===== config.mk =====
export PLATFORM = sky130hd
export DESIGN_NAME = base32_text_decoder_core_flat
export DESIGN_NICKNAME = d
export VERILOG_FILES = /design/src/design/b32d_pkg.sv /design/src/design/b32d_if.sv /design/src/design/b32d_front.sv /design/src/design/b32d_queue.sv /design/src/design/b32d_back.sv /design/src/design/base32_text_decoder_core.sv /design/src/flat_wrapper.sv
export SDC_FILE = /design/constraint.sdc
export NUM_CORES = 1
export LEC_CHECK = 0
export BUFFER_PORTS_ARGS = -buffer_cell sky130_fd_sc_hd__buf_4
export CELL_PAD_IN_SITES_DETAIL_PLACEMENT = 1
export CELL_PAD_IN_SITES_GLOBAL_PLACEMENT = 2
export CORE_ASPECT_RATIO = 0.8
export CORE_MARGIN = 1.5
export CORE_UTILIZATION = 37
export CTS_BUF_LIST = sky130_fd_sc_hd__clkbuf_8
export CTS_CLUSTER_SIZE = 30
export DETAILED_ROUTE_END_ITERATION = 12
export GPL_TIMING_DRIVEN = 0
export PLACE_DENSITY = 0.8
export REMOVE_ABC_BUFFERS = 1
export SKIP_LAST_GASP = 1
export SYNTH_ARGS = -nofsm -noshare
export SYNTH_HDL_FRONTEND = slang
export SYNTH_SLANG_ARGS = --single-unit

===== constraint.sdc =====
create_clock -name clk -period 1.6 [get_ports clk]
set_input_delay 0.32 -clock clk [delete_from_list [all_inputs] [get_ports clk]]
set_output_delay 0.32 -clock clk [all_outputs]
set_load 0.01 [all_outputs]

===== src/design/b32d_pkg.sv =====
// Shared types, symbol-class codes and the character classifier for the
// base32 text decoder. No dependencies.
package b32d_pkg;

    localparam int QueueDepth = 2;
    localparam int CountW     = $clog2(QueueDepth + 1);
    localparam int PtrW       = $clog2(QueueDepth);

    // symbol classes
    localparam logic [1:0] KIND_SKIP = 2'd0;
    localparam logic [1:0] KIND_DATA = 2'd1;
    localparam logic [1:0] KIND_BAD  = 2'd2;

    typedef struct packed {
        logic [1:0] kind;
        logic [4:0] value;
    } sym_t;

    // one classified character as it travels from front to back
    typedef struct packed {
        logic [1:0] kind;
        logic [4:0] value;
        logic       last;
    } item_t;

    typedef struct packed {
        logic [CountW-1:0] count;
        logic              full;
        logic              empty;
    } q_status_t;

    // map one ASCII character to its 5-bit code, or skip / bad
    function automatic sym_t classify(input logic [7:0] c);
        sym_t s;
        s.kind  = KIND_BAD;
        s.value = 5'd0;
        unique case (c) inside
            8'h20, 8'h09, 8'h0D, 8'h0A, 8'h2D:
            begin
                s.kind = KIND_SKIP;
            end
            8'h30:
            begin
                s.kind  = KIND_DATA;
                s.value = 5'd14;
            end
            8'h31:
            begin
                s.kind  = KIND_DATA;
                s.value = 5'd11;
            end
            8'h38:
            begin
                s.kind  = KIND_DATA;
                s.value = 5'd1;
            end
            [8'h41:8'h5A], [8'h61:8'h7A]:
            begin
                s.kind  = KIND_DATA;
                s.value = c[4:0] - 5'd1;
            end
            [8'h32:8'h37]:
            begin
                s.kind  = KIND_DATA;
                s.value = c[4:0] + 5'd8;
            end
            default:
            begin
                s.kind  = KIND_BAD;
                s.value = 5'd0;
            end
        endcase
        return s;
    endfunction

endpackage


===== src/design/b32d_if.sv =====
// Valid/ready channel interfaces for characters in and results out.
// Depends on nothing.
interface b32d_char_if;
    logic       valid;
    logic       ready;
    logic [7:0] char_in;
    logic       last_char;

    modport source (output valid, output char_in, output last_char, input ready);
    modport sink   (input valid, input char_in, input last_char, output ready);
endinterface

interface b32d_result_if;
    logic       valid;
    logic       ready;
    logic [7:0] byte_out;
    logic       byte_valid;
    logic       bad_char;
    logic       end_mark;

    modport source (output valid, output byte_out, output byte_valid,
                    output bad_char, output end_mark, input ready);
    modport sink   (input valid, input byte_out, input byte_valid,
                    input bad_char, input end_mark, output ready);
endinterface


===== src/design/b32d_front.sv =====
// Front end: accept characters, classify them, drop plain skips.
// Depends on b32d_pkg and b32d_if.
module b32d_front
(
    b32d_char_if.sink        chars,
    output logic             push_valid,
    input  logic             push_ready,
    output b32d_pkg::item_t  push_item
);

    b32d_pkg::sym_t sym;

    always_comb
    begin
        sym             = b32d_pkg::classify(chars.char_in);
        push_item.kind  = sym.kind;
        push_item.value = sym.value;
        push_item.last  = chars.last_char;
        // a skipped character that does not end the message has no effect: drop it
        push_valid      = chars.valid &&
                          ((sym.kind != b32d_pkg::KIND_SKIP) || chars.last_char);
        chars.ready     = push_ready;
    end

endmodule


===== src/design/b32d_queue.sv =====
// Short FIFO of classified items between front and back.
// Depends on b32d_pkg.
module b32d_queue
(
    input  logic                  clk,
    input  logic                  rst_n,
    input  logic                  push_valid,
    output logic                  push_ready,
    input  b32d_pkg::item_t       push_item,
    output logic                  pop_valid,
    input  logic                  pop_ready,
    output b32d_pkg::item_t       pop_item,
    output b32d_pkg::q_status_t   status
);

    b32d_pkg::item_t                    entry_reg [b32d_pkg::QueueDepth];
    logic [b32d_pkg::PtrW-1:0]          wr_ptr_reg, wr_ptr_next;
    logic [b32d_pkg::PtrW-1:0]          rd_ptr_reg, rd_ptr_next;
    logic [b32d_pkg::CountW-1:0]        count_reg, count_next;
    logic                               do_push, do_pop;

    always_comb
    begin
        status.count = count_reg;
        status.full  = (count_reg == b32d_pkg::CountW'(b32d_pkg::QueueDepth));
        status.empty = (count_reg == '0);
        push_ready   = !status.full;
        pop_valid    = !status.empty;
        pop_item     = entry_reg[rd_ptr_reg];
        do_push      = push_valid && push_ready;
        do_pop       = pop_valid && pop_ready;

        wr_ptr_next  = wr_ptr_reg;
        rd_ptr_next  = rd_ptr_reg;
        if (do_push)
        begin
            wr_ptr_next = (wr_ptr_reg == b32d_pkg::PtrW'(b32d_pkg::QueueDepth - 1))
                          ? '0 : wr_ptr_reg + 1'b1;
        end
        if (do_pop)
        begin
            rd_ptr_next = (rd_ptr_reg == b32d_pkg::PtrW'(b32d_pkg::QueueDepth - 1))
                          ? '0 : rd_ptr_reg + 1'b1;
        end
        count_next = count_reg;
        if (do_push && !do_pop)
        begin
            count_next = count_reg + 1'b1;
        end
        else if (do_pop && !do_push)
        begin
            count_next = count_reg - 1'b1;
        end
    end

    always_ff @(posedge clk or negedge rst_n)
    begin
        if (!rst_n)
        begin
            wr_ptr_reg <= '0;
            rd_ptr_reg <= '0;
            count_reg  <= '0;
        end
        else
        begin
            wr_ptr_reg <= wr_ptr_next;
            rd_ptr_reg <= rd_ptr_next;
            count_reg  <= count_next;
        end
    end

    always_ff @(posedge clk)
    begin
        if (do_push)
        begin
            entry_reg[wr_ptr_reg] <= push_item;
        end
    end

endmodule


===== src/design/b32d_back.sv =====
// Back end: bit store, byte extraction, error tracking and result register.
// Depends on b32d_pkg and b32d_if.
module b32d_back
(
    input  logic              clk,
    input  logic              rst_n,
    input  logic              pop_valid,
    output logic              pop_ready,
    input  b32d_pkg::item_t   pop_item,
    b32d_result_if.source     results
);

    logic [11:0] store_reg, store_next;
    logic [3:0]  held_reg, held_next;
    logic        discard_reg, discard_next;
    logic        out_valid_reg, out_valid_next;
    logic [7:0]  byte_reg, byte_next;
    logic        byte_valid_reg, byte_valid_next;
    logic        bad_reg, bad_next;
    logic        end_reg, end_next;

    logic        take;
    logic [11:0] shifted_store;
    logic [3:0]  held_sum;
    logic [2:0]  shift;
    logic [11:0] extracted;
    logic        res_byte_valid, res_bad;
    logic [7:0]  res_byte;

    always_comb
    begin
        pop_ready = !out_valid_reg || results.ready;
        take      = pop_valid && pop_ready;

        shifted_store  = {store_reg[6:0], pop_item.value};
        held_sum       = held_reg + 4'd5;
        shift          = 3'(held_sum - 4'd8);
        extracted      = shifted_store >> shift;

        store_next     = store_reg;
        held_next      = held_reg;
        discard_next   = discard_reg;
        res_byte       = 8'd0;
        res_byte_valid = 1'b0;
        res_bad        = 1'b0;

        if (discard_reg)
        begin
            res_bad = pop_item.last;
        end
        else if (pop_item.kind == b32d_pkg::KIND_DATA)
        begin
            store_next = shifted_store;
            if (held_sum >= 4'd8)
            begin
                res_byte       = extracted[7:0];
                res_byte_valid = 1'b1;
                held_next      = held_sum - 4'd8;
            end
            else
            begin
                held_next = held_sum;
            end
        end
        else if (pop_item.kind == b32d_pkg::KIND_BAD)
        begin
            res_bad      = 1'b1;
            discard_next = 1'b1;
        end

        // end of message: return to the reset state
        if (pop_item.last)
        begin
            store_next   = '0;
            held_next    = '0;
            discard_next = 1'b0;
        end

        out_valid_next  = out_valid_reg;
        byte_next       = byte_reg;
        byte_valid_next = byte_valid_reg;
        bad_next        = bad_reg;
        end_next        = end_reg;
        if (take)
        begin
            out_valid_next  = res_byte_valid || res_bad || pop_item.last;
            byte_next       = res_byte;
            byte_valid_next = res_byte_valid;
            bad_next        = res_bad;
            end_next        = pop_item.last;
        end
        else if (results.ready)
        begin
            out_valid_next = 1'b0;
        end

        results.valid      = out_valid_reg;
        results.byte_out   = byte_reg;
        results.byte_valid = byte_valid_reg;
        results.bad_char   = bad_reg;
        results.end_mark   = end_reg;
    end

    always_ff @(posedge clk or negedge rst_n)
    begin
        if (!rst_n)
        begin
            store_reg     <= '0;
            held_reg      <= '0;
            discard_reg   <= 1'b0;
            out_valid_reg <= 1'b0;
        end
        else
        begin
            if (take)
            begin
                store_reg   <= store_next;
                held_reg    <= held_next;
                discard_reg <= discard_next;
            end
            out_valid_reg <= out_valid_next;
        end
    end

    always_ff @(posedge clk)
    begin
        byte_reg       <= byte_next;
        byte_valid_reg <= byte_valid_next;
        bad_reg        <= bad_next;
        end_reg        <= end_next;
    end

endmodule


===== src/design/base32_text_decoder_core.sv =====
// Top level of the lenient base32 text decoder: front, queue and back.
// Depends on b32d_pkg, b32d_if, b32d_front, b32d_queue and b32d_back.
//
//  Channel   Dir  Beat contents
//  -------   ---  ---------------------------------------------------
//  chars     in   char_in[7:0], last_char
//  results   out  byte_out[7:0], byte_valid, bad_char, end_mark
//
// One character beat is taken every cycle while the two-entry queue has room;
// its result is written to the back-end result register as the back takes it.
// The back end processes one item per cycle while results is not stalled,
// bounded by the combinational shift-and-extract of the bit store.
// rst_n clears the queue, the bit store, the error flag and the result valid flag.
// A stall on results backs up into the queue, then into chars.ready.
module base32_text_decoder_core
(
    input  logic           clk,
    input  logic           rst_n,
    b32d_char_if.sink      chars,
    b32d_result_if.source  results
);

    // front to queue
    logic                 push_valid;
    logic                 push_ready;
    b32d_pkg::item_t      push_item;

    // queue to back
    logic                 pop_valid;
    logic                 pop_ready;
    b32d_pkg::item_t      pop_item;
    b32d_pkg::q_status_t  q_status;

    // classify each character; drop plain whitespace and hyphens here
    b32d_front u_front
    (
        .chars      (chars),
        .push_valid (push_valid),
        .push_ready (push_ready),
        .push_item  (push_item)
    );

    // hold classified items so front and back stall on their own
    b32d_queue u_queue
    (
        .clk        (clk),
        .rst_n      (rst_n),
        .push_valid (push_valid),
        .push_ready (push_ready),
        .push_item  (push_item),
        .pop_valid  (pop_valid),
        .pop_ready  (pop_ready),
        .pop_item   (pop_item),
        .status     (q_status)
    );

    // advance the bit store and register one result per item that needs one
    b32d_back u_back
    (
        .clk       (clk),
        .rst_n     (rst_n),
        .pop_valid (pop_valid),
        .pop_ready (pop_ready),
        .pop_item  (pop_item),
        .results   (results)
    );

`ifndef SYNTH
    // queue fill never exceeds its depth
    assert property (@(posedge clk) disable iff (!rst_n)
        q_status.count <= b32d_pkg::CountW'(b32d_pkg::QueueDepth))
    else $error("queue count beyond depth");

    // the front only forwards a skip when it ends the message
    assert property (@(posedge clk) disable iff (!rst_n)
        (pop_valid && (pop_item.kind == b32d_pkg::KIND_SKIP)) |-> pop_item.last)
    else $error("plain skip reached the back end");

    // a last item taken by the back always yields an end-marked result next cycle
    assert property (@(posedge clk) disable iff (!rst_n)
        (pop_valid && pop_ready && pop_item.last) |=> (results.valid && results.end_mark))
    else $error("end of message gave no end result");

    // an error result never carries a byte
    assert property (@(posedge clk) disable iff (!rst_n)
        (results.valid && results.bad_char) |-> !results.byte_valid)
    else $error("error result carries a byte");
`endif

endmodule


===== src/flat_wrapper.sv =====
// flat-port wrapper written by rule: the top's interface ports become plain ports
module base32_text_decoder_core_flat 
  (clk, rst_n, chars_valid, chars_char_in, chars_last_char, chars_ready, results_valid, results_byte_out, results_byte_valid, results_bad_char, results_end_mark, results_ready);
  b32d_char_if chars_i ();
  b32d_result_if results_i ();
  input  logic clk;
  input  logic rst_n;
  input wire logic [$bits(chars_i.valid)-1:0] chars_valid;
  input wire logic [$bits(chars_i.char_in)-1:0] chars_char_in;
  input wire logic [$bits(chars_i.last_char)-1:0] chars_last_char;
  output wire logic [$bits(chars_i.ready)-1:0] chars_ready;
  output wire logic [$bits(results_i.valid)-1:0] results_valid;
  output wire logic [$bits(results_i.byte_out)-1:0] results_byte_out;
  output wire logic [$bits(results_i.byte_valid)-1:0] results_byte_valid;
  output wire logic [$bits(results_i.bad_char)-1:0] results_bad_char;
  output wire logic [$bits(results_i.end_mark)-1:0] results_end_mark;
  input wire logic [$bits(results_i.ready)-1:0] results_ready;
  assign chars_i.valid = chars_valid;
  assign chars_i.char_in = chars_char_in;
  assign chars_i.last_char = chars_last_char;
  assign chars_ready = chars_i.ready;
  assign results_valid = results_i.valid;
  assign results_byte_out = results_i.byte_out;
  assign results_byte_valid = results_i.byte_valid;
  assign results_bad_char = results_i.bad_char;
  assign results_end_mark = results_i.end_mark;
  assign results_i.ready = results_ready;
  base32_text_decoder_core u_core (.clk(clk), .rst_n(rst_n), .chars(chars_i), .results(results_i));
endmodule

Word-level counts from Yosys, hierarchy flattened:

Memories as Yosys holds them, arrays and structs flattened.
Index checks and enable logic that the tools add are counted.

* RAM bits: 16
* memories kept: 1
* bits of input ports: 13
* bits in registers: 28

Memories
* u_core.u_queue.entry_reg: words 2, width 8, read ports 1, clocked after Yosys merged registers in 0, write ports 1, line b32d_queue.sv:16 `b32d_pkg::item_t entry_reg [b32d_pkg::QueueDepth];`

* reduce and logical (&&, ||, !) cells: 27
* order comparisons: 7
* shifts and indexed selects: 1
* $add $sub $neg: 8
* muxes and demuxes: 25
* bitwise logic cells: 2
* equality and inequality tests: 12

Operators by type and width (number)
* $eq 8x6->1 const B: 5
* $pmux 5 s5: 1
* $eq 8x4->1 const B: 3
* $mux 7: 3
* $ge 8x7->1 const B: 2
* $le 8x7->1 const B: 2
* $mux 4: 4
* $mux 1: 14
* $shr 12x3->8: 1
* $ge 8x6->1 const B: 1
* $le 8x6->1 const B: 1
* $logic_and 1x1->1: 8
* $reduce_bool 2->1: 4
* $reduce_or 6->1: 1
* $add 5x4->5 const B: 1
* $logic_not 1->1: 5
* $reduce_or 5->1: 1
* $sub 5x1->5 const B: 1
* $add 4x3->4 const B: 1
* $eq 2x2->1 const B: 2
* $ge 4x4->1 const B: 1
* $logic_or 1x1->1: 4
* $mux 2: 2
* $pmux 2 s2: 1
* 11 further kinds: 13

Longest topological paths before layout:

* depth after elaboration: 12
* mapped depth: 10
* depth with buffers taken out: 10

Modules after synthesis:

From an unflattened synthesis, not the netlist that was laid out.

* cell total of the unflattened synthesis: 223
* area, all modules: 2650.0 µm²

By module, submodules not included
* b32d_back: cells an instance 108, area an instance 1288.7 µm², sequential area each 655.6 µm², times used 1
* b32d_queue: cells an instance 45, area an instance 794.5 µm², sequential area each 580.6 µm², times used 1
* b32d_front: cells an instance 70, area an instance 566.8 µm², sequential area each 0.0 µm², times used 1

Worst setup path before layout:

OpenSTA, ideal clock, no wires.

* kind: in2reg
* start point: input port chars_char_in[0]
* end point: memory u_core.u_queue.entry_reg[0][0] (netlist bit), enable pin
* arrival: 1.716 ns
* slack: -0.489 ns
* stages: 7
* data required time: 1.227 ns
* setup time: 0.373 ns
* cell sequence: inv_1 > ha_1 > nor2b_1 > o211ai_1 > a31oi_2 > a41oi_4 > nor2b_1

* cells in the longest elaborated chain, start to end: 10
* elaborated cells on any way between the ends: 26

Ends and longest elaborated chain
* from (decl): line flat_wrapper.sv:9 `input wire logic [$bits(chars_i.char_in)-1:0] chars_char_in;`
* $ge 8x7->1 (not written as such), or another cell as far along: line b32d_front.sv:15 `sym = b32d_pkg::classify(chars.char_in);`
* $logic_and 1x1->1 (not written as such): line b32d_front.sv:15
* $reduce_or 6->1 (no source line)
* $pmux 2 s2 *: line b32d_pkg.sv:37 `unique case (c) inside`
* $reduce_bool 2->1 *: line b32d_front.sv:21 `((sym.kind != b32d_pkg::KIND_SKIP) || chars.last_char);`
* $logic_or 1x1->1 *: line b32d_front.sv:21
* $logic_and 1x1->1 *: line b32d_front.sv:20 `push_valid = chars.valid &&`
* $logic_and 1x1->1 *: line b32d_queue.sv:30 `do_push = push_valid && push_ready;`
* named net u_core.u_queue.do_push: line b32d_queue.sv:20 `logic do_push, do_pop;`
* $mux 1 *: line b32d_queue.sv:74 `if (do_push)`
* $mux 1 (not written as such) *: line b32d_queue.sv:76 `entry_reg[wr_ptr_reg] <= push_item;`
* to (decl): line b32d_queue.sv:16

Mark *: on every way through the listed nets, which the timed path passes. The rest lies on a longest branch.

Worst setup path in the final report:

* start point: register u_core.u_queue.rd_ptr_reg
* end point: register u_core.u_back.byte_reg[2] (netlist: u_core.u_back.results.byte_out[2]) (data pin)

* cells in the longest elaborated chain, start to end: 4
* elaborated cells on any way between the ends: 5

Ends and longest elaborated chain
* from (decl): line b32d_queue.sv:18 `logic [b32d_pkg::PtrW-1:0] rd_ptr_reg, rd_ptr_next;`
* from (signal assigned): line b32d_queue.sv:67 `rd_ptr_reg <= rd_ptr_next;`
* $mem_v2 2x8 *
* $eq 2x1->1: line b32d_back.sv:51 `else if (pop_item.kind == b32d_pkg::KIND_DATA)`
* $not 1->1 (no source line)
* $reduce_or 3->1 (no source line)
* to (signal assigned): line b32d_back.sv:127 `byte_reg <= byte_next;`
* to (decl): line b32d_back.sv:17 `logic [7:0] byte_reg, byte_next;`

Mark *: on every way between the ends. The rest lies on a longest branch, timed or not.
A chain may end at the register's enable or synchronous reset.

==> implementation parameters <==
Parameter                              Value

Logic synthesis
  Share of the synthesized area in compound gates (AO/OA/AOI/OAI) ... 16.1%
  Cells after synthesis ... 214
  Portion of netlist area occupied by mux cells ... 11.6%
  Commonest register cell after synthesis ... sky130_fd_sc_hd__edfxtp_1
  Distinct cell type count after synthesis ... 49
  List of most frequent post-synthesis cells ... 27 x sky130_fd_sc_hd__edfxtp_1, 18 x sky130_fd_sc_hd__nor2_1, 17 x sky130_fd_sc_hd__dfrtp_1
  Biggest area contributors in the synthesized netlist ... sky130_fd_sc_hd__edfxtp_1 33%, sky130_fd_sc_hd__dfrtp_1 17%, sky130_fd_sc_hd__mux2i_1 6.0%
  Total standard cell area after synthesis ... 0.00249 sq mm
  Synthesized-area fraction occupied by and/or/nand/nor cells ... 11.1%
  Number of storage elements in the synthesis netlist ... 44
  Area share of the largest cell type after synthesis ... 32.6%
  Sequential fraction of the synthesis area ... 49.7%
  Area share of xor/xnor cells in the synthesized design ... 3.17%
  Adder-Cell Fraction of Synth Area ... 4.02%
  Number of enable flip-flop cells after synthesis ... 27
  Most area-hungry cell type in the Yosys netlist ... sky130_fd_sc_hd__edfxtp_1
  Avg Cell Area, Syn ... 11.6 sq um
  Share of async-settable or async-resettable flops after synthesis ... 38.6%
  Yosys Warn Count ... 0
  Most numerous cell in the Yosys netlist ... sky130_fd_sc_hd__edfxtp_1
  Dominant combinational cell family by area after synthesis ... compound AO/OA/AOI/OAI gates

STA
  Period utilization ... 110%
  Final slew viol count ... 0
  Relative max-transition margin ... 68.0%
  Number of setup violations in the final report ... 29
  Worst-case hold slack ... 0.205 ns
  Final hold violation count ... 0
  Highest clock frequency the design can meet ... 0.569 GHz
  Crit path time final ... 1.76 ns
  Least-Margin Pin Slew ... 0.475 ns
  Post-layout worst setup margin ... -0.157 ns
  Setup repair after global routing missed its margin ... yes
  Clock skew ... 0.00804 ns

Detailed routing
  Metal3 WL ... 191 um
  Met1 wire length ... 3000 um
  Routed wire length ... 7020 um
  Total via count after detailed routing ... 2038
  Uppermost layer routed ... met4
  Count of nets left with antenna violations after detail routing ... 0
  Met2 routed wirelength ... 3780 um
  Detailed-route DRC error count ... 0
  Initial detailed-routing violation count ... 69
  Number of search-and-repair iterations in the first detailed-routing pass ... 4
  Average wire length per cell after detail routing ... 18.5 um
  Via density per instance ... 5.38

Worst setup path
  Top fanout value on the critical path ... 5
  Reg2Reg Launch Point ... u_core.u_queue.rd_ptr_reg$_DFFE_PN0P_
  Arrival time reported for the critical path endpoint ... 1.81 ns
  Category of the worst setup path capture point ... flip-flop
  Launch point of the worst path ... u_core.u_queue.rd_ptr_reg$_DFFE_PN0P_
  Critical Setup Path Class ... flip-flop to flip-flop
  Launching element type of the critical path ... flip-flop
  Required time of the critical path ... 1.65 ns

Floorplanning
  Starting density of the core ... 38.6%
  Die X ... 94.7 um
  Std cell rows ... 26
  Placeable core area ... 0.00644 sq mm
  Area of the die ... 0.00723 sq mm
  Die height ... 76.4 um
  Number of top-level pins ... 26

Worst hold path
  Min-delay src ... chars_last_char
  Hold Path Class ... primary input to flip-flop

Clocking
  Number of buffers added by the clock tree synthesis step ... 5
  TritonCTS clock tree ... done
  Clock Sinks ... 44
  Maximum buffer depth of the clock tree ... 2
  CTS HTree Levels ... 2
  Latest clock arrival within the worst-skew pair ... 0.30 ns
  Clk root buf ... sky130_fd_sc_hd__clkbuf_8
  Clock transition at path regs ... 0.09 ns

Global routing
  Maximum number of pins on one net before global-route repair ... 18
  Total gr overflow ... 0
  Vias in the first global route ... 2204
  GRT Total Usage ... 20.0%
  Antenna violations before repair ... 0
  First-pass GRT wire length ... 11000 um

Outcome
  Status ... complete, but fails checks
  Violated checks ... setup timing

Job
  # Max-Cap Violations ... 0

Layout
  Final net count ... 315
  Antenna cell count ... 0
  Flip-flop count of the largest register, all copies and words added ... 16
  Summed area of non-filler cells in the final layout ... 0.00374 sq mm
  Fraction of final layout cells sized beyond drive strength 1 ... 51.2%
  Area growth from synthesis to final layout ... 50.1%

Placement
  Final estimated routing congestion in global placement ... 0.800
  Placement Cell Area ... 0.00272 sq mm
  Buffers added on ports ... 25
  Estimated wirelength of the detail-placed design ... 3830 um

Pwr
  Power density normalized to cell area ... 1610 mW/mm^2
  Worst-case vdd ir drop ... 0.000831 V
  Pleak ... 1.43 nW
==> timing repair <==
item,CTS,global route
setup buffers,45,12
cloned,2,0
hold buffers,1,0
hold endpoints to repair,17,0
gates resized for setup,72,30
pin swaps,19,21
endpoints found under the setup margin,67,53
==> cell type report <==
class                      instances  area (sq um)
clock buffer                       6          82.6
clock inverter                     2          10.0
fill                             671          2710
inverter                          11          50.0
multi-input combinational        151          1490
sequential                        44          1240
tap                               84           105
timing repair buffer              81           752
==> layout by cell type (no fill, tap or decap), drive strengths merged, types with 4 or more instances in the layout <==
cell     n
edfxtp  27
nor2    18
clkbuf   6
nand2   13
inv     10
mux2i   15
dfrtp   17
o21ai   12
nor2b    5
mux4     4
a21oi   14
xor2     6
mux2     4
nand3    6
a211oi   7
ha       8
buf     80
==> through the flow <==
step | total power, mW | TNS (ns) | cells | setup slack, ns | util [%]
after floorplan | 3.11 | -12.18 | 204 | -0.506 | -
after CTS | 5.66 | -1.52 | 369 | -0.154 | 54.8
final | 6.03 | -2.96 | 379 | -0.157 | 58.0
after global placement | 3.66 | -34.60 | 313 | -0.966 | 42.2
after global routing | 6.40 | -4.96 | 379 | -0.231 | 58.0
after detailed placement | 3.72 | -34.89 | 313 | -0.979 | 42.2
==> logic make-up (layout without fill, tap and decap cells) <==
group,Yosys count,in the layout
XOR/XNOR,9,9
flip-flops,44,44
buffers and inverters,21,100
AO/OA/AOI/OAI,54,55
multiplexers,23,23
adder cells (fa/ha/maj),8,8
AND/OR/NAND/NOR,55,56
==> worst max-delay path, stage by stage (launching register included) <==
cell                       delay (ns)
sky130_fd_sc_hd__dfrtp_4         0.52
sky130_fd_sc_hd__buf_12          0.14
sky130_fd_sc_hd__buf_6           0.11
sky130_fd_sc_hd__mux4_2          0.44
sky130_fd_sc_hd__mux2i_1         0.21
sky130_fd_sc_hd__a211oi_2        0.09
==> power by group <==
group	switching (mW)	internal, mW	total [mW]
registers	0.290	1.64	1.93
logic	1.57	1.77	3.34
clock network	0.411	0.346	0.756
total	2.27	3.76	6.03
==> metal layers <==
metal | track usage (%) | vias up
li1 | - | 964
met1 | 24.8 | 1034
met2 | 36.0 | 34
met3 | 3.99 | 6
met4 | 3.13 | 0
met5 | 0 | -
==> worst paths after layout <==
| kind | to | slack (ns) | cells past startpoint |
|---|---|---|---|
| worst max-delay path | u_core.u_back.results.byte_out[2]$_SDFFCE_PN0P_ | -0.16 | 5 |
| worst min-delay path | u_core.u_queue.entry_reg[1][0]$_DFFE_PP_ | 0.21 | 1 |
| worst max register to register | u_core.u_back.results.byte_out[2]$_SDFFCE_PN0P_ | -0.16 | 5 |
| worst min register to register | u_core.u_queue.count_reg[1]$_DFFE_PN0P_ | 0.52 | 1 |
| max in group asynchronous | u_core.u_queue.rd_ptr_reg$_DFFE_PN0P_ | 0.96 | 2 |
| min in group asynchronous | u_core.u_queue.wr_ptr_reg$_DFFE_PN0P_ | 0.41 | 2 |
Note: power is estimated with default switching activity, not from simulation.
